==> src/rtl/core/prwc_pkg.sv <==
`default_nettype none
package prwc_pkg;

   localparam int FRAME_SIDE   = 64;
   localparam int WINDOW_SIDE  = 7;
   localparam int PIXEL_BITS   = 16;
   localparam int THRESH_BITS  = 16;
   localparam int FRAC_BITS    = 8;

   localparam int FRAME_PIXELS = FRAME_SIDE * FRAME_SIDE;
   localparam int WIN_HALF     = (WINDOW_SIDE - 1) / 2;
   localparam int COORD_W      = $clog2(FRAME_SIDE);
   localparam int ADDR_W       = $clog2(FRAME_PIXELS);
   localparam int WIN_CNT_W    = $clog2(WINDOW_SIDE);
   localparam int WEIGHT_W     = PIXEL_BITS + $clog2(WINDOW_SIDE * WINDOW_SIDE);
   localparam int MOMENT_W     = WEIGHT_W + COORD_W;
   localparam int CENT_W       = COORD_W + FRAC_BITS;
   localparam int NUM_W        = MOMENT_W + FRAC_BITS;
   localparam int DIV_CNT_W    = $clog2(NUM_W + 1);

   typedef struct packed {
      logic [PIXEL_BITS-1:0] value;
      logic [COORD_W-1:0]    row;
      logic [COORD_W-1:0]    col;
   } peak_type;

   typedef struct packed {
      logic [WEIGHT_W-1:0] weight;
      logic [MOMENT_W-1:0] row_moment;
      logic [MOMENT_W-1:0] col_moment;
   } sums_type;

   typedef enum logic [1:0] {
      ST_IDLE,
      ST_WINDOW,
      ST_DIVIDE,
      ST_OUTPUT
   } state_type;

endpackage
`default_nettype wire

==> src/rtl/core/prwc_window_acc.sv <==
`default_nettype none
module prwc_window_acc (
   input  wire logic                            clock,
   input  wire logic                            reset,
   input  wire logic                            start,
   input  wire prwc_pkg::peak_type              peak,
   input  wire logic [prwc_pkg::THRESH_BITS-1:0] threshold,
   output logic [prwc_pkg::ADDR_W-1:0]          rd_addr,
   input  wire logic [prwc_pkg::PIXEL_BITS-1:0] rd_data,
   output prwc_pkg::sums_type                   sums,
   output logic                                 done
);
   import prwc_pkg::*;

   localparam int SPOS_W = COORD_W + 2;

   logic                 active_ff, active_in;
   logic [WIN_CNT_W-1:0] wr_ff, wr_in, wc_ff, wc_in;
   logic                 hit_ff, tail_ff, done_ff;
   logic [COORD_W-1:0]   row_ff, col_ff;
   sums_type             sums_ff, sums_in;

   logic [SPOS_W-1:0] r_pos, c_pos;
   logic              r_ok, c_ok, last_issue, keep;
   logic [PIXEL_BITS+COORD_W-1:0] row_prod, col_prod;

   assign r_pos = SPOS_W'(peak.row) - SPOS_W'(WIN_HALF) + SPOS_W'(wr_ff);
   assign c_pos = SPOS_W'(peak.col) - SPOS_W'(WIN_HALF) + SPOS_W'(wc_ff);
   assign r_ok  = !r_pos[SPOS_W-1] && (r_pos < SPOS_W'(FRAME_SIDE));
   assign c_ok  = !c_pos[SPOS_W-1] && (c_pos < SPOS_W'(FRAME_SIDE));
   assign rd_addr = ADDR_W'(r_pos[COORD_W-1:0]) * ADDR_W'(FRAME_SIDE)
                    + ADDR_W'(c_pos[COORD_W-1:0]);
   assign last_issue = active_ff && (wr_ff == WIN_CNT_W'(WINDOW_SIDE - 1))
                       && (wc_ff == WIN_CNT_W'(WINDOW_SIDE - 1));

   assign keep     = hit_ff && (32'(rd_data) >= 32'(threshold));
   assign row_prod = (PIXEL_BITS+COORD_W)'(rd_data) * (PIXEL_BITS+COORD_W)'(row_ff);
   assign col_prod = (PIXEL_BITS+COORD_W)'(rd_data) * (PIXEL_BITS+COORD_W)'(col_ff);

   always_comb begin
      active_in = active_ff;
      wr_in     = wr_ff;
      wc_in     = wc_ff;
      sums_in   = sums_ff;
      if (start) begin
         active_in = 1'b1;
         wr_in     = '0;
         wc_in     = '0;
         sums_in   = '0;
      end else begin
         if (active_ff) begin
            if (wc_ff == WIN_CNT_W'(WINDOW_SIDE - 1)) begin
               wc_in = '0;
               wr_in = wr_ff + WIN_CNT_W'(1);
            end else begin
               wc_in = wc_ff + WIN_CNT_W'(1);
            end
            if (last_issue) begin
               active_in = 1'b0;
            end
         end
         if (keep) begin
            sums_in.weight     = sums_ff.weight + WEIGHT_W'(rd_data);
            sums_in.row_moment = sums_ff.row_moment + MOMENT_W'(row_prod);
            sums_in.col_moment = sums_ff.col_moment + MOMENT_W'(col_prod);
         end
      end
   end

   always_ff @(posedge clock) begin
      if (reset) begin
         active_ff <= 1'b0;
         hit_ff    <= 1'b0;
         tail_ff   <= 1'b0;
         done_ff   <= 1'b0;
         sums_ff   <= '0;
      end else begin
         active_ff <= active_in;
         hit_ff    <= active_ff && r_ok && c_ok && !start;
         tail_ff   <= last_issue && !start;
         done_ff   <= tail_ff;
         sums_ff   <= sums_in;
      end
   end

   always_ff @(posedge clock) begin
      wr_ff  <= wr_in;
      wc_ff  <= wc_in;
      row_ff <= r_pos[COORD_W-1:0];
      col_ff <= c_pos[COORD_W-1:0];
   end

   assign sums = sums_ff;
   assign done = done_ff;

endmodule
`default_nettype wire

==> config.mk <==
export PLATFORM = sky130hd
export DESIGN_NAME = prwc_window_acc
export DESIGN_NICKNAME = d
export VERILOG_FILES = /design/src/rtl/core/prwc_pkg.sv /design/src/rtl/core/prwc_window_acc.sv
export SDC_FILE = /design/constraint.sdc
export NUM_CORES = 1
export LEC_CHECK = 0
export BUFFER_PORTS_ARGS = -buffer_cell sky130_fd_sc_hd__buf_2
export CORE_ASPECT_RATIO = 0.75
export CORE_MARGIN = 5
export CORE_UTILIZATION = 30
export DETAILED_ROUTE_END_ITERATION = 6
export SETUP_SLACK_MARGIN = 0.02
export SLEW_MARGIN = 20
export SYNTH_ARGS = -nofsm -noshare
export SYNTH_HDL_FRONTEND = slang
export SYNTH_SLANG_ARGS = --single-unit
==> constraint.sdc <==
create_clock -name clock -period 4.8 [get_ports clock]
set_clock_uncertainty 0.05 [all_clocks]
set_input_delay 0.72 -clock clock [delete_from_list [all_inputs] [get_ports clock]]
set_output_delay 0.72 -clock clock [all_outputs]
set_load 0.02 [all_outputs]
==> metrics.cfg <==
[run_status]
status=finished with violations
violations=negative setup slack

[drt]
route.met2.wl_mm=15.4
viasPerCell=4.70
wl_met3_mm=2.53
final_antenna_net_count=0
vias=11000
met1_length_mm=17.9
wire_per_inst_microns=15.5
dr.first_iter.drc_count=680
wl_mm=36.2
routed.top_layer=met5
firstDrtPassIters=4
drcViolationCount=0

[placement]
portBuffers=137
dp_hpwl_mm=28.7
place_ws_ns=-0.605
routabilityCongestion=0.886
place_inst=2301

[floorplan]
num_io_pins=154
die_w_microns=247
num_rows=65
coreArea_sq_um=41800
die_h_microns=188
initial_core_util=0.302
die_area_sq_um=46300

[sta]
finalMaxSlewViolations=0
setup_slack_ns=-0.119
finalHoldViolations=0
maxSlewHeadroom=0.445
period_share=1.02
setup_tns_ns=-0.354
min_period_ns=4.92
setup_viol=7
fmax_mhz=203
worstMarginPinSlew_ns=0.820
rsz0062_at_grt=true

[finish]
finalNetCount=2103
final_util=0.394
area_growth_pct=30.8
drive_gt1_frac=0.271
fillerInstances=4255
n_antenna_cell=0
final_cells=2339

[setup_path]
critPathBufInv=5
critPathCaptureType=flip-flop
critPathTopFamily=adder cells
crit_fanout=5
max_stage_delay_ns=0.55
path_cells=buf_6 > and2_4 > fa_1 > inv_2 > fa_1 > inv_1 > fa_1 > inv_1 > fa_1 > inv_2 > ha_4 > o21ai_2 > o21ai_2 > a21oi_4 > a221oi_4 > o21ai_1 > a21boi_1 > mux2_4 > a311o_1
crit_path_start_kind=flip-flop
critPathRequiredTime_ns=5.03
worst_path_max_delay_cell=fa_1
crit_arrival_ns=5.15
crit_type=flip-flop to flip-flop
cpMostUsedCell=fa_1

[flow_run]
max_cap_violations=0

[logic_synthesis]
yosysTopAreaCellShare=0.246
synthTopCellsByArea=fa_1 25%, dfxtp_1 16%, ha_1 12%
syn_nets=1839
ys_ff_latch=100
seq_area_frac_synth=0.159
synth.avg_cell_area_sq_um=8.40
synth_enable_flop_cells=0
yosysWarnings=0
synth_area_leader_cell=fa_1
synth_area_sq_um=12600
synthCells=1501
synth.distinct_cells=68
synthArstFlopShare=0
synthFlopType=dfxtp_1

[global_routing]
grt_max_degree=47
antenna_found_initial=1
grt_pass1_vias=11000
overflow=0
grtUsageTotal=0.158
grt_pass1_wl_mm=58.7

[hold_path]
worst_hold_path_type=flip-flop to flip-flop

[pwr]
ir_drop_mv=0.374
finalPower_mw=8.48
power_leakage_nw=7.84
power-per-cell-area_nw_per_um2=514

[clock_tree]
clk_latency_ns=0.39
clockRootBuffer=clkbuf_16
tritoncts=yes
htreeDepth=3
clk_pin_slew_worst_paths_ns=0.08
clockBufferDepth=2
clock-sinks=100
cts_made_buffers=9

==> final timing paths <==
path / startpoint / end / slack (ns) / cells after the start
hold / removal: tail_ff$_SDFF_PP0_ / done$_SDFF_PP0_ / 0.41 / 1
setup reg to reg: row_ff[1]$_DFF_P_ / sums[47]$_SDFFE_PP0P_ / -0.12 / 19
hold reg to reg: tail_ff$_SDFF_PP0_ / done$_SDFF_PP0_ / 0.41 / 1
setup / recovery: row_ff[1]$_DFF_P_ / sums[47]$_SDFFE_PP0P_ / -0.12 / 19
==> cell usage in the layout, fill, tap and decap left out, drive strengths merged, types with 11 or more instances in the layout <==
| cell | n |
|---|---|
| a211oi | 19 |
| a21o | 34 |
| a21oi | 101 |
| a31oi | 11 |
| and2 | 162 |
| buf | 306 |
| clkbuf | 11 |
| dfxtp | 100 |
| fa | 155 |
| ha | 120 |
| inv | 236 |
| nand2 | 154 |
| nand3 | 20 |
| nor2 | 73 |
| nor3 | 19 |
| o21ai | 45 |
| xnor2 | 43 |
| xor2 | 30 |
==> cell families after synthesis <==
kind of cell / after synthesis / synth area share
simple gates: 494 / 0.199
mux: 4 / 0.00328
compound gates: 269 / 0.137
fa+ha+maj: 275 / 0.365
flops: 100 / 0.159
buf+inv: 286 / 0.0864
xor+xnor: 73 / 0.0507
==> cells in the mapped netlist (all sizes together), types with 20 or more instances <==
| library cell | n |
|---|---|
| a21oi | 101 |
| a21o | 34 |
| nor2 | 73 |
| clkbuf | 45 |
| dfxtp | 100 |
| ha | 120 |
| nand3 | 20 |
| xnor2 | 43 |
| and2 | 162 |
| xor2 | 30 |
| fa | 155 |
| inv | 232 |
| nand2 | 154 |
| o21ai | 45 |
==> worst reg2reg max path, stage by stage (launching register included) <==
cell and delay (ns):
dfxtp_4 0.39, buf_6 0.14, and2_4 0.15, fa_1 0.55, inv_2 0.04, fa_1 0.50
inv_1 0.05, fa_1 0.49, inv_1 0.05, fa_1 0.52, inv_2 0.05, ha_4 0.26
o21ai_2 0.06, o21ai_2 0.19, a21oi_4 0.10, a221oi_4 0.37, o21ai_1 0.10, a21boi_1 0.17
mux2_4 0.32, a311o_1 0.26
==> power by group <==
group / internal (mW) / switching [mW]
clock: 0.378 / 0.404
combinational: 3.45 / 3.36
sequential: 0.851 / 0.0378
total: 4.68 / 3.80
==> what timing repair did <==
action | in CTS | in global routing
hold buffers | 0 | 0
setup endpoints to repair | 30 | 32
resized for setup | 89 | 90
buffers inserted | 12 | 10
pin swaps | 76 | 77
==> per-stage QoR <==
step | instance area (sq um) | hold WS [ns]
4_1_cts | 16100 | 0.409
5_1_grt | 16500 | 0.418
3_5_place_dp | 15300 | 0.383
3_3_place_gp | 15300 | 0.383
2_1_floorplan | 13000 | 0.364
6_report | 16500 | 0.407
==> metal layers <==
layer,vias to the layer above,global-route usage
met3,24,0.0445
met5,-,0
met4,2,0.0260
li1,5385,-
met1,5357,0.230
met2,235,0.237
==> registers in the layout, indices dropped and copies added, names as in the netlist <==
register and flops:
active_ff 1, col_ff 6, done 1, hit_ff 1
row_ff 6, sums 78, tail_ff 1, wc_ff 3
wr_ff 3
==> cell type report <==
| type | instances | area, sq um | share of cell area |
|---|---|---|---|
| Clock buffer | 10 | 239 | 0.0145 |
| Clock inverter | 6 | 53.8 | 0.00326 |
| Inverter | 232 | 871 | 0.0528 |
| Sequential cell | 100 | 2030 | 0.123 |
| Tap cell | 569 | 712 | 0.0432 |
| Multi-Input combinational cell | 1115 | 10400 | 0.628 |
| Timing Repair Buffer | 307 | 2220 | 0.135 |
(Power assumes the default switching activity.)
