$ cat config.mk
export PLATFORM = sky130hd
export DESIGN_NAME = prwc_divider
export DESIGN_NICKNAME = d
export VERILOG_FILES = /design/src/rtl/core/prwc_pkg.sv /design/src/rtl/core/prwc_divider.sv
export SDC_FILE = /design/constraint.sdc
export NUM_CORES = 1
export LEC_CHECK = 0
export BUFFER_PORTS_ARGS = -buffer_cell sky130_fd_sc_hd__buf_2
export CORE_MARGIN = 4
export CORE_UTILIZATION = 30
export DETAILED_ROUTE_END_ITERATION = 6
export PLACE_DENSITY_LB_ADDON = 0.25
export SLEW_MARGIN = 0
export SYNTH_ARGS = -nofsm -noshare
export SYNTH_HDL_FRONTEND = slang
export SYNTH_SLANG_ARGS = --single-unit
$ cat constraint.sdc
create_clock -name clock -period 5.2 [get_ports clock]
set_input_delay 0.52 -clock clock [delete_from_list [all_inputs] [get_ports clock]]
set_output_delay 0.52 -clock clock [all_outputs]
set_load 0.01 [all_outputs]
$ cat src/rtl/core/prwc_pkg.sv
`default_nettype none
package prwc_pkg;

   localparam int FRAME_SIDE   = 64;
   localparam int WINDOW_SIDE  = 7;
   localparam int PIXEL_BITS   = 16;
   localparam int THRESH_BITS  = 16;
   localparam int FRAC_BITS    = 8;

   localparam int FRAME_PIXELS = FRAME_SIDE * FRAME_SIDE;
   localparam int WIN_HALF     = (WINDOW_SIDE - 1) / 2;
   localparam int COORD_W      = $clog2(FRAME_SIDE);
   localparam int ADDR_W       = $clog2(FRAME_PIXELS);
   localparam int WIN_CNT_W    = $clog2(WINDOW_SIDE);
   localparam int WEIGHT_W     = PIXEL_BITS + $clog2(WINDOW_SIDE * WINDOW_SIDE);
   localparam int MOMENT_W     = WEIGHT_W + COORD_W;
   localparam int CENT_W       = COORD_W + FRAC_BITS;
   localparam int NUM_W        = MOMENT_W + FRAC_BITS;
   localparam int DIV_CNT_W    = $clog2(NUM_W + 1);

   typedef struct packed {
      logic [PIXEL_BITS-1:0] value;
      logic [COORD_W-1:0]    row;
      logic [COORD_W-1:0]    col;
   } peak_type;

   typedef struct packed {
      logic [WEIGHT_W-1:0] weight;
      logic [MOMENT_W-1:0] row_moment;
      logic [MOMENT_W-1:0] col_moment;
   } sums_type;

   typedef enum logic [1:0] {
      ST_IDLE,
      ST_WINDOW,
      ST_DIVIDE,
      ST_OUTPUT
   } state_type;

endpackage
`default_nettype wire

$ cat src/rtl/core/prwc_divider.sv
`default_nettype none
module prwc_divider (
   input  wire logic                          clock,
   input  wire logic                          reset,
   input  wire logic                          start,
   input  wire logic [prwc_pkg::MOMENT_W-1:0] moment,
   input  wire logic [prwc_pkg::WEIGHT_W-1:0] weight,
   output logic [prwc_pkg::CENT_W-1:0]        quotient,
   output logic                               done
);
   import prwc_pkg::*;

   logic                 busy_ff, busy_in, done_ff, done_in;
   logic [DIV_CNT_W-1:0] cnt_ff, cnt_in;
   logic [NUM_W-1:0]     num_ff, num_in;
   logic [WEIGHT_W-1:0]  rem_ff, rem_in, div_ff, div_in;
   logic [CENT_W-1:0]    quo_ff, quo_in;

   logic [WEIGHT_W:0] trial, diff;
   logic              ge;

   assign trial = {rem_ff, num_ff[NUM_W-1]};
   assign diff  = trial - {1'b0, div_ff};
   assign ge    = trial >= {1'b0, div_ff};

   always_comb begin
      busy_in = busy_ff;
      done_in = 1'b0;
      cnt_in  = cnt_ff;
      num_in  = num_ff;
      rem_in  = rem_ff;
      div_in  = div_ff;
      quo_in  = quo_ff;
      if (start) begin
         busy_in = 1'b1;
         cnt_in  = DIV_CNT_W'(NUM_W);
         num_in  = {moment, FRAC_BITS'(0)};
         rem_in  = '0;
         div_in  = weight;
         quo_in  = '0;
      end else if (busy_ff) begin
         num_in = num_ff << 1;
         rem_in = ge ? diff[WEIGHT_W-1:0] : trial[WEIGHT_W-1:0];
         quo_in = {quo_ff[CENT_W-2:0], ge};
         cnt_in = cnt_ff - DIV_CNT_W'(1);
         if (cnt_ff == DIV_CNT_W'(1)) begin
            busy_in = 1'b0;
            done_in = 1'b1;
         end
      end
   end

   always_ff @(posedge clock) begin
      if (reset) begin
         busy_ff <= 1'b0;
         done_ff <= 1'b0;
         cnt_ff  <= '0;
      end else begin
         busy_ff <= busy_in;
         done_ff <= done_in;
         cnt_ff  <= cnt_in;
      end
   end

   always_ff @(posedge clock) begin
      num_ff <= num_in;
      rem_ff <= rem_in;
      div_ff <= div_in;
      quo_ff <= quo_in;
   end

   assign quotient = quo_ff;
   assign done     = done_ff;

endmodule
`default_nettype wire

==> qor.txt, run 1 <==
Worst EP arrival - 3.19 ns
Worst Tran Pin Value - 1.08 ns
Syn-to-layout area delta - 16.0%
Async S/R FF share, synth - 0
Hold Startpoint - weight[21]
Chip width - 135 um
Area fraction of the dominant cell type after synthesis - 0.310
Distinct cells, synth - 57
First-pass GRT wire length - 17,000 um
Setup CP Type - flip-flop to flip-flop
Drt total wl - 10,200 um
Leakage power - 2.40 nW
Final #Nets - 583
Part of the power in registers - 0.494
Latest clock arrival within the worst-skew pair - 0.35 ns
WHS - 0.344 ns
Start point of the critical path - div_ff[1]$_DFFE_PP_
Max IR drop VDD - 222 uV
Post-place setup slack - 2.24 ns
Vias in the first global route - 3,506
Post CTS Setup Buffer Count - 0
Pwr dens - 309 nW/um^2
Final Hold Vio Count - 0
Post-synthesis cell count - 446
Dpl cells - 710
Post-synthesis net count - 524
CTS resizes - 0
Starting Density - 0.305
Register area share after synthesis - 0.491
CTS buffer count - 9
RSZ-0062 raised after global routing - no
Min cycle time layout - 2.98 ns
Post-synth EDFFs - 50
Register area - 2380 um^2
Synth cell count leaders - edfxtp_1, nor2_1, dfxtp_1
Synth warn - 0
Hold Crit Class - input pin to flip-flop
GR Overflow Total - 0
DIE AREA - 18,300 um^2
Ranking of synthesized cells by area - edfxtp_1, dfxtp_1, mux2_2
Clk pin slew, worst setup/hold paths - 0.07 ns
CTS root buf - clkbuf_16
Slew Viols, Final - 0
Layout cell share with drive strength beyond 1 - 0.239
Tot GR Track Use - 0.116
H-tree depth - 3
Final setup margin - 2.22 ns
Final setup viols - 0
Relative slew slack - 0.281
CORE AREA - 15,900 um^2
Clk buf depth - 2
Multi-input gate area - 2230 um^2
Period utilization - 0.572
Internal Power - 1.29 mW
Max-cap violation count - 0
DR iter-0 viols - 168
Antenna Cells - 0
Post-layout util - 0.354
Final GP Congestion - 0.780
# rows - 46
Die H - 135 um
Switching part of the total power - 0.260
Worst reg2reg path startpoint - div_ff[1]$_DFFE_PP_
HPWL after DPL - 7030 um
Achievable Freq - 0.336 GHz
TritonRoute pass-1 iters - 4
Port Buf Inserts - 67
CTS tree - built
Element type at the critical path end - flip-flop
Clock power frac - 0.353
Synth Flop Type - edfxtp_1
DRT antenna net count - 0
Crit Path Max Fanout - 29
Post-synth top area cell - edfxtp_1
DRC viols - 0
Setup TNS - 0 ns
# hold bufs at CTS - 0
Total number of vias - 3,468
Synthesis-stage register bit count - 94
DR vias/cell - 4.78
Netlist Area Pre-Place - 4850 um^2
CTS sink count - 94
Final setup skew - 0.0126 ns
P_sw - 0.453 mW
Fillers - 1,614
Antenna violations before repair - 1
Combinational power share - 0.152
Final non-filler cell total - 726
Outcome - finished clean
Routed wire per std cell - 14.1 um
Syn_area_per_cell - 10.9 um^2
IO Pins - 68
Largest net degree at the start of global routing - 65
WP data required - 5.41 ns
CP Launch Type - flip-flop
## flip-flops by register name, summed over array words and instances, names as in the netlist
name / count
num_ff: 28
div_ff: 22
rem_ff: 22
quotient: 14
cnt_ff: 6
busy_ff: 1
done: 1
## power by group through the flow
stage	Sequential, mW	Clock, mW	Combinational [mW]
finish	0.859	0.614	0.265
CTS	0.860	0.642	0.269
detailed placement	0.875	0	0.266
floorplan	0.868	0	0.205
global placement	0.874	0	0.266
global route	0.864	0.670	0.300
## path summary, 6_finish.rpt
check | to | slack, ns | cells after the start
hold / removal | div_ff[21]$_DFFE_PP_ | 0.34 | 1
setup reg to reg | rem_ff[13]$_SDFFE_PP0P_ | 2.22 | 10
hold reg to reg | quotient[0]$_SDFFE_PP0P_ | 0.47 | 2
setup / recovery | rem_ff[13]$_SDFFE_PP0P_ | 2.22 | 10
## per-stage QoR
stage	instance area (um^2)	total power [mW]
after global routing	5620	1.83
after global placement	5350	1.14
after floorplan	4850	1.07
final	5620	1.74
after CTS	5620	1.77
after detailed placement	5350	1.14
## metal layers
layer  global-route usage  routed length, um
met5                    0                 13
met4               0.0308                 72
met3               0.0466                754
met2                0.184               4750
met1                0.149               4620
## placed cells by master (no fill, tap or decap), types with 6 or more instances in the layout
cell type / Yosys / layout
buf_2: 1 / 66
nor2_1: 50 / 50
edfxtp_1: 50 / 50
dfxtp_1: 44 / 43
inv_1: 32 / 32
mux2_2: 27 / 27
ha_1: 24 / 24
mux2i_1: 23 / 23
a21oi_1: 21 / 21
nand2_1: 20 / 20
a211oi_1: 13 / 13
xnor2_1: 13 / 13
xor2_1: 11 / 11
o21ai_1: 9 / 9
clkbuf_16: 0 / 9
nor2b_1: 8 / 8
nand3_1: 7 / 7
o21ai_0: 6 / 6
nor3_1: 6 / 6
## cell type report
type | count | area share
Sequential cell | 94 | 0.424
Multi-Input combinational cell | 299 | 0.396
Timing Repair Buffer | 69 | 0.0628
Tap cell | 216 | 0.0481
Clock buffer | 11 | 0.0416
Inverter | 32 | 0.0214
Clock inverter | 5 | 0.00601
## worst max-delay path: stages, from the launching register on
cell and delay [ns]:
edfxtp_1 0.36, inv_1 0.11, ha_1 0.25, nor2b_1 0.15, o2111a_1 0.26, o21ai_1 0.15, nand2_2 0.10, a31o_4 0.26
a21oi_4 0.72, nand2b_1 0.33, o22ai_1 0.14
## logic make-up after synthesis
group | after synthesis | synth area share
xor gates and xnor gates | 24 | 0.0434
DFF | 94 | 0.491
muxes | 50 | 0.110
adders and majority gates | 25 | 0.0661
AOI/OAI and AO/OA | 88 | 0.130
buffers and inverters | 53 | 0.0490
and+or+nand+nor | 112 | 0.110
(Power assumes the default switching activity.)
==> run 2: changes to the inputs <==
--- a/config.mk
+++ b/config.mk
@@ -5,6 +5,7 @@
 export SDC_FILE = /design/constraint.sdc
 export NUM_CORES = 1
 export LEC_CHECK = 0
+export ABC_AREA = 1
 export BUFFER_PORTS_ARGS = -buffer_cell sky130_fd_sc_hd__buf_2
 export CORE_MARGIN = 4
 export CORE_UTILIZATION = 30
==> constraint.sdc (replaced) <==
create_clock -name clock -period 2.85 [get_ports clock]
set_input_delay 0.285 -clock clock [delete_from_list [all_inputs] [get_ports clock]]
set_output_delay 0.285 -clock clock [all_outputs]
set_load 0.01 [all_outputs]
==> qor.txt, run 2 <==
Crit Path Max Fanout - 15
Synth cell count leaders - nand2_1, inv_1, edfxtp_1
Clk buf depth - 2
Setup CP Type - flip-flop to flip-flop
Ranking of synthesized cells by area - edfxtp_1, nand2_1, dfxtp_1
CORE AREA - 17,400 um^2
Total power - 3.04 mW
Max-cap violation count - 0
Post-synth top area cell - edfxtp_1
Final setup skew - 0.0151 ns
Multi-input gate area - 2420 um^2
Leading cell type in the layout, fill and taps excluded - nand2_1
Final setup viols - 0
Most numerous cell in the Yosys netlist - nand2_1
GR Overflow Total - 0
CTS sink count - 94
Post-synth EDFFs - 50
Port Buf Inserts - 67
Post-synthesis cell count - 736
Grt peak-use layer - met2
Drt total wl - 12,700 um
Starting Density - 0.309
Leakage power - 3.21 nW
Final #Nets - 881
First-pass GRT wire length - 21,600 um
Final Hold Vio Count - 0
Netlist Area Pre-Place - 5380 um^2
CTS buffer count - 9
GRT met1 Usage - 0.181
Antenna Cells - 0
Async S/R FF share, synth - 0
Largest net degree at the start of global routing - 42
Biggest register - num_ff
Clk pin slew, worst setup/hold paths - 0.08 ns
Fillers - 1,903
Register area - 2380 um^2
TritonRoute pass-1 iters - 4
Worst Tran Pin Value - 0.886 ns
Flip-flop count of the largest register after layout - 28
Die H - 142 um
Syn_area_per_cell - 7.31 um^2
H-tree depth - 3
DRC viols - 0
Pwr dens - 490 nW/um^2
Syn-to-layout area delta - 15.4%
Min cycle time layout - 2.34 ns
Latest clock arrival within the worst-skew pair - 0.36 ns
Hold Crit Class - input pin to flip-flop
RSZ-0062 raised after global routing - no
Final setup margin - 0.507 ns
Area fraction of the dominant cell type after synthesis - 0.279
Achievable Freq - 0.427 GHz
WP data required - 3.10 ns
Post CTS Setup Buffer Count - 0
Setup TNS - 0 ns
DIE AREA - 20,100 um^2
CTS root buf - clkbuf_16
Synthesis-stage register bit count - 94
Top flop regs - num_ff: 28 flops, div_ff: 22 flops, rem_ff: 22 flops
Outcome - finished clean
GRT met3 Usage - 0.0431
Chip width - 142 um
Met2 global-route usage - 0.203
Total number of vias - 4,479
Synth Flop Type - edfxtp_1
Routed wire per std cell - 12.3 um
Final GP Congestion - 0.854
Synth warn - 0
Max IR drop VDD - 267 uV
Slew Viols, Final - 0
DR iter-0 viols - 215
Element type at the critical path end - flip-flop
IO Pins - 68
# hold bufs at CTS - 0
Antenna violations before repair - 2
CTS tree - built
Post-layout util - 0.356
Distinct cells, synth - 36
Worst EP arrival - 2.60 ns
Layout cell share with drive strength beyond 1 - 0.137
Relative slew slack - 0.409
Post-place setup slack - 0.490 ns
DR vias/cell - 4.34
Vias in the first global route - 4,402
Post-synthesis net count - 814
HPWL after DPL - 9220 um
Tot GR Track Use - 0.134
Period utilization - 0.822
Most frequent cells in the layout - nand2_1, inv_1, buf_2
DRT antenna net count - 0
# rows - 48
CP Launch Type - flip-flop
CTS resizes - 0
Register area share after synthesis - 0.443
run 2: stage by stage:
stage | std cells | area [um^2] | hold slack (ns)
after global routing | 1033 | 6210 | 0.0814
after floorplan | 736 | 5380 | 0.354
after CTS | 1033 | 6210 | 0.0789
after detailed placement | 1017 | 5930 | 0.439
after global placement | 1017 | 5930 | 0.437
final | 1033 | 6210 | 0.0925
run 2: cell families (layout without fill, tap and decap cells):
| logic type | after synthesis | count (layout) | synth area share |
|---|---|---|---|
| AO/OA/AOI/OAI | 39 | 39 | 0.0409 |
| XOR/XNOR | 9 | 9 | 0.0147 |
| adder cells (fa/ha/maj) | 25 | 25 | 0.0595 |
| flip-flops | 94 | 94 | 0.443 |
| AND/OR/NAND/NOR | 428 | 428 | 0.334 |
| buffers and inverters | 141 | 213 | 0.107 |
run 2: report_power, final:
group / internal, mW / total, mW / switching (mW)
logic: 0.115 / 0.318 / 0.203
registers: 1.51 / 1.54 / 0.0243
clock network: 0.609 / 1.19 / 0.580
total: 2.24 / 3.04 / 0.807
run 2: cell type report:
type | count | area share
Multi-Input combinational cell | 501 | 0.390
Sequential cell | 94 | 0.384
Inverter | 124 | 0.0750
Timing Repair Buffer | 73 | 0.0613
Tap cell | 225 | 0.0453
Clock buffer | 10 | 0.0369
Clock inverter | 6 | 0.00826
run 2: metal layers:
metal / wire (um) / up-vias
met5: 34 / -
met4: 173 / 4
met3: 712 / 14
met2: 5450 / 80
met1: 6350 / 1964
li1: - / 2417
run 2: critical path, stage by stage, from the launching register on:
cell and delay (ns):
edfxtp_1 0.33, inv_1 0.04, ha_1 0.36, nand2_1 0.10, nand2_1 0.08, nand2_1 0.06
nand2_1 0.06, a21oi_1 0.22, nand4_2 0.39, buf_4 0.34, nand2_1 0.10, nand2_1 0.05
nand2_1 0.05, nand2_1 0.04
run 2: worst paths after layout:
kind | cells past startpoint | from | endpoint | slack (ns)
hold / removal | 1 | weight[15] | div_ff[15]$_DFFE_PP_ | 0.09
hold reg to reg | 2 | quotient[13]$_SDFFE_PP0P_ | quotient[13]$_SDFFE_PP0P_ | 0.45
setup reg to reg | 13 | div_ff[16]$_DFFE_PP_ | rem_ff[10]$_SDFFE_PP0P_ | 0.51
setup / recovery | 13 | div_ff[16]$_DFFE_PP_ | rem_ff[10]$_SDFFE_PP0P_ | 0.51
==> run 3: changes to the inputs <==
==> constraint.sdc (replaced) <==
create_clock -name clock -period 2.3 [get_ports clock]
set_input_delay 0.23 -clock clock [delete_from_list [all_inputs] [get_ports clock]]
set_output_delay 0.23 -clock clock [all_outputs]
set_load 0.01 [all_outputs]
==> qor.txt, run 3 (synthesis results as in run 2) <==
Relative slew slack - 0.657
Max IR drop VDD - 408 uV
CTS tree - built
CORE AREA - 17,400 um^2
Layout cell share with drive strength beyond 1 - 0.144
Leakage power - 3.24 nW
Reg-to-reg slack, setup - 0.21 ns
Hold Startpoint - weight[2]
CP Launch Type - flip-flop
CTS root buf - clkbuf_16
CTS buffer count - 9
# hold bufs at CTS - 0
Worst reg2reg path endpoint - rem_ff[18]$_SDFFE_PP0P_
Outcome - finished clean
DR vias/cell - 4.30
Period utilization - 0.909
WP data required - 2.54 ns
Final GP Congestion - 0.893
Worst EP arrival - 2.33 ns
RSZ-0062 raised after global routing - no
Latest clock arrival within the worst-skew pair - 0.35 ns
Die H - 142 um
Final #Nets - 885
Chip width - 142 um
Clk buf depth - 2
# rows - 48
Clk pin slew, worst setup/hold paths - 0.07 ns
Worst reg2reg path startpoint - num_ff[35]$_DFFE_PP_
Top flop regs - num_ff: 28 flops, div_ff: 22 flops, rem_ff: 22 flops
Port Buf Inserts - 67
Post-placement cell area - 5970 um^2
Tot GR Track Use - 0.129
Slew Viols, Final - 0
Worst Tran Pin Value - 0.514 ns
DRT antenna net count - 0
Final setup viols - 0
CTS sink count - 94
Bufs and invs on worst path - 2
Max-cap violation count - 0
Crit Path Max Fanout - 3
Leading cell type in the layout, fill and taps excluded - nand2_1
IO Pins - 68
Fillers - 1,928
Total number of vias - 4,458
Final setup margin - 0.209 ns
Worst Hold Depth - 1
R2R depth - 16
H-tree depth - 3
Element type at the critical path end - flip-flop
GR Overflow Total - 0
Routed wire per std cell - 12.1 um
HPWL after DPL - 9340 um
Setup CP Type - flip-flop to flip-flop
Worst hold endpoint - div_ff[2]$_DFFE_PP_
Slowest Stage Delay on Critical Path - 0.39 ns
WHS - 0.0566 ns
DRC viols - 0
Vias in the first global route - 4,358
DR iter-0 viols - 247
Slowest cell on the critical path - edfxtp_1
Antenna violations before repair - 1
Min cycle time layout - 2.09 ns
Syn-to-layout area delta - 16.4%
Most numerous cell on the critical path - nand2_1
Biggest register - num_ff
Antenna Cells - 0
Post-place setup slack - 0.123 ns
Final non-filler cell total - 1,037
TritonRoute pass-1 iters - 4
Starting Density - 0.309
Largest delay share family, worst path - simple AND/OR/NAND/NOR gates
Flip-flop count of the largest register after layout - 28
Post-layout instance area - 6260 um^2
Largest net degree at the start of global routing - 43
Hold Crit Class - input pin to flip-flop
Setup TNS - 0 ns
Drt total wl - 12,500 um
DIE AREA - 20,100 um^2
Dpl cells - 1,021
Crit path depth - 16
Most frequent cells in the layout - nand2_1, inv_1, buf_2
Pwr dens - 590 nW/um^2
First-pass GRT wire length - 21,000 um
Critical path cell sequence - inv_1 > ha_1 > inv_1 > fa_2 > nand2_1 > nand2_1 > nand3_1 > nand2_1 > nand2_1 > nand2_1 > nand2_1 > nand2_1 > nand2_1 > nand3_1 > nand2_1 > nand2_1
Final Hold Vio Count - 0
Start point of the critical path - num_ff[35]$_DFFE_PP_
Achievable Freq - 0.478 GHz
Final setup skew - 0.00912 ns
-- run 3: cell count changes in the layout (fill, tap and decap cells not counted), sizes merged --
cell | previous run | this run
inv | 126 | 123
clkbuf | 10 | 11
buf | 73 | 77
clkinv | 4 | 6
-- run 3: repair_timing --
| item | 4_1_cts | 5_1_grt |
|---|---|---|
| gates resized for setup | 0 | 5 |
| setup endpoints to repair | 0 | 21 |
| setup buffers | 0 | 0 |
-- run 3: worst register-to-register path, delay by kind of cell (launching register included) --
kind	cells	cell delay [ns]
adders and majority gates	2	0.50
buffers and inverters	2	0.15
and+or+nand+nor	12	0.96
DFF	1	0.39
-- run 3: report_power, final --
group	leakage (nW)	switching, mW	internal, mW	total [mW]
Clock	0.134	0.651	0.738	1.39
Combinational	2.25	0.251	0.145	0.396
Sequential	0.859	0.0314	1.87	1.91
Total	3.24	0.934	2.76	3.69
-- run 3: how the worst max path moves through the flow --
stage,endpoint,slack [ns]
floorplan,num_ff[10]$_DFFE_PP_,0.28
global placement,rem_ff[15]$_SDFFE_PP0P_,0.09
detailed placement,rem_ff[0]$_SDFFE_PP0P_,0.12
CTS,rem_ff[15]$_SDFFE_PP0P_,0.11
global route,rem_ff[16]$_SDFFE_PP0P_,0.03
finish,rem_ff[18]$_SDFFE_PP0P_,0.21
-- run 3: metal layers --
metal,track usage,vias to the layer above,share of wire
met4,0.0364,2,0.012
li1,-,2422,-
met3,0.0388,11,0.054
met2,0.204,67,0.44
met1,0.172,1956,0.50
met5,0,-,0.0010
-- run 3: through the flow --
stage | total power, mW | util
2_1_floorplan | 2.21 | -
3_3_place_gp | 2.34 | 0.343
3_5_place_dp | 2.35 | 0.343
4_1_cts | 3.76 | 0.358
5_1_grt | 3.88 | 0.360
6_report | 3.69 | 0.360
-- run 3: final cells by class --
class / instances / area, um^2 / share of cell area
Multi-Input combinational cell: 501 / 2440 / 0.390
Clock buffer: 11 / 233 / 0.0372
Tap cell: 225 / 282 / 0.0450
Timing Repair Buffer: 77 / 423 / 0.0675
Inverter: 124 / 465 / 0.0743
Sequential cell: 94 / 2380 / 0.380
Clock inverter: 5 / 36.3 / 0.00579
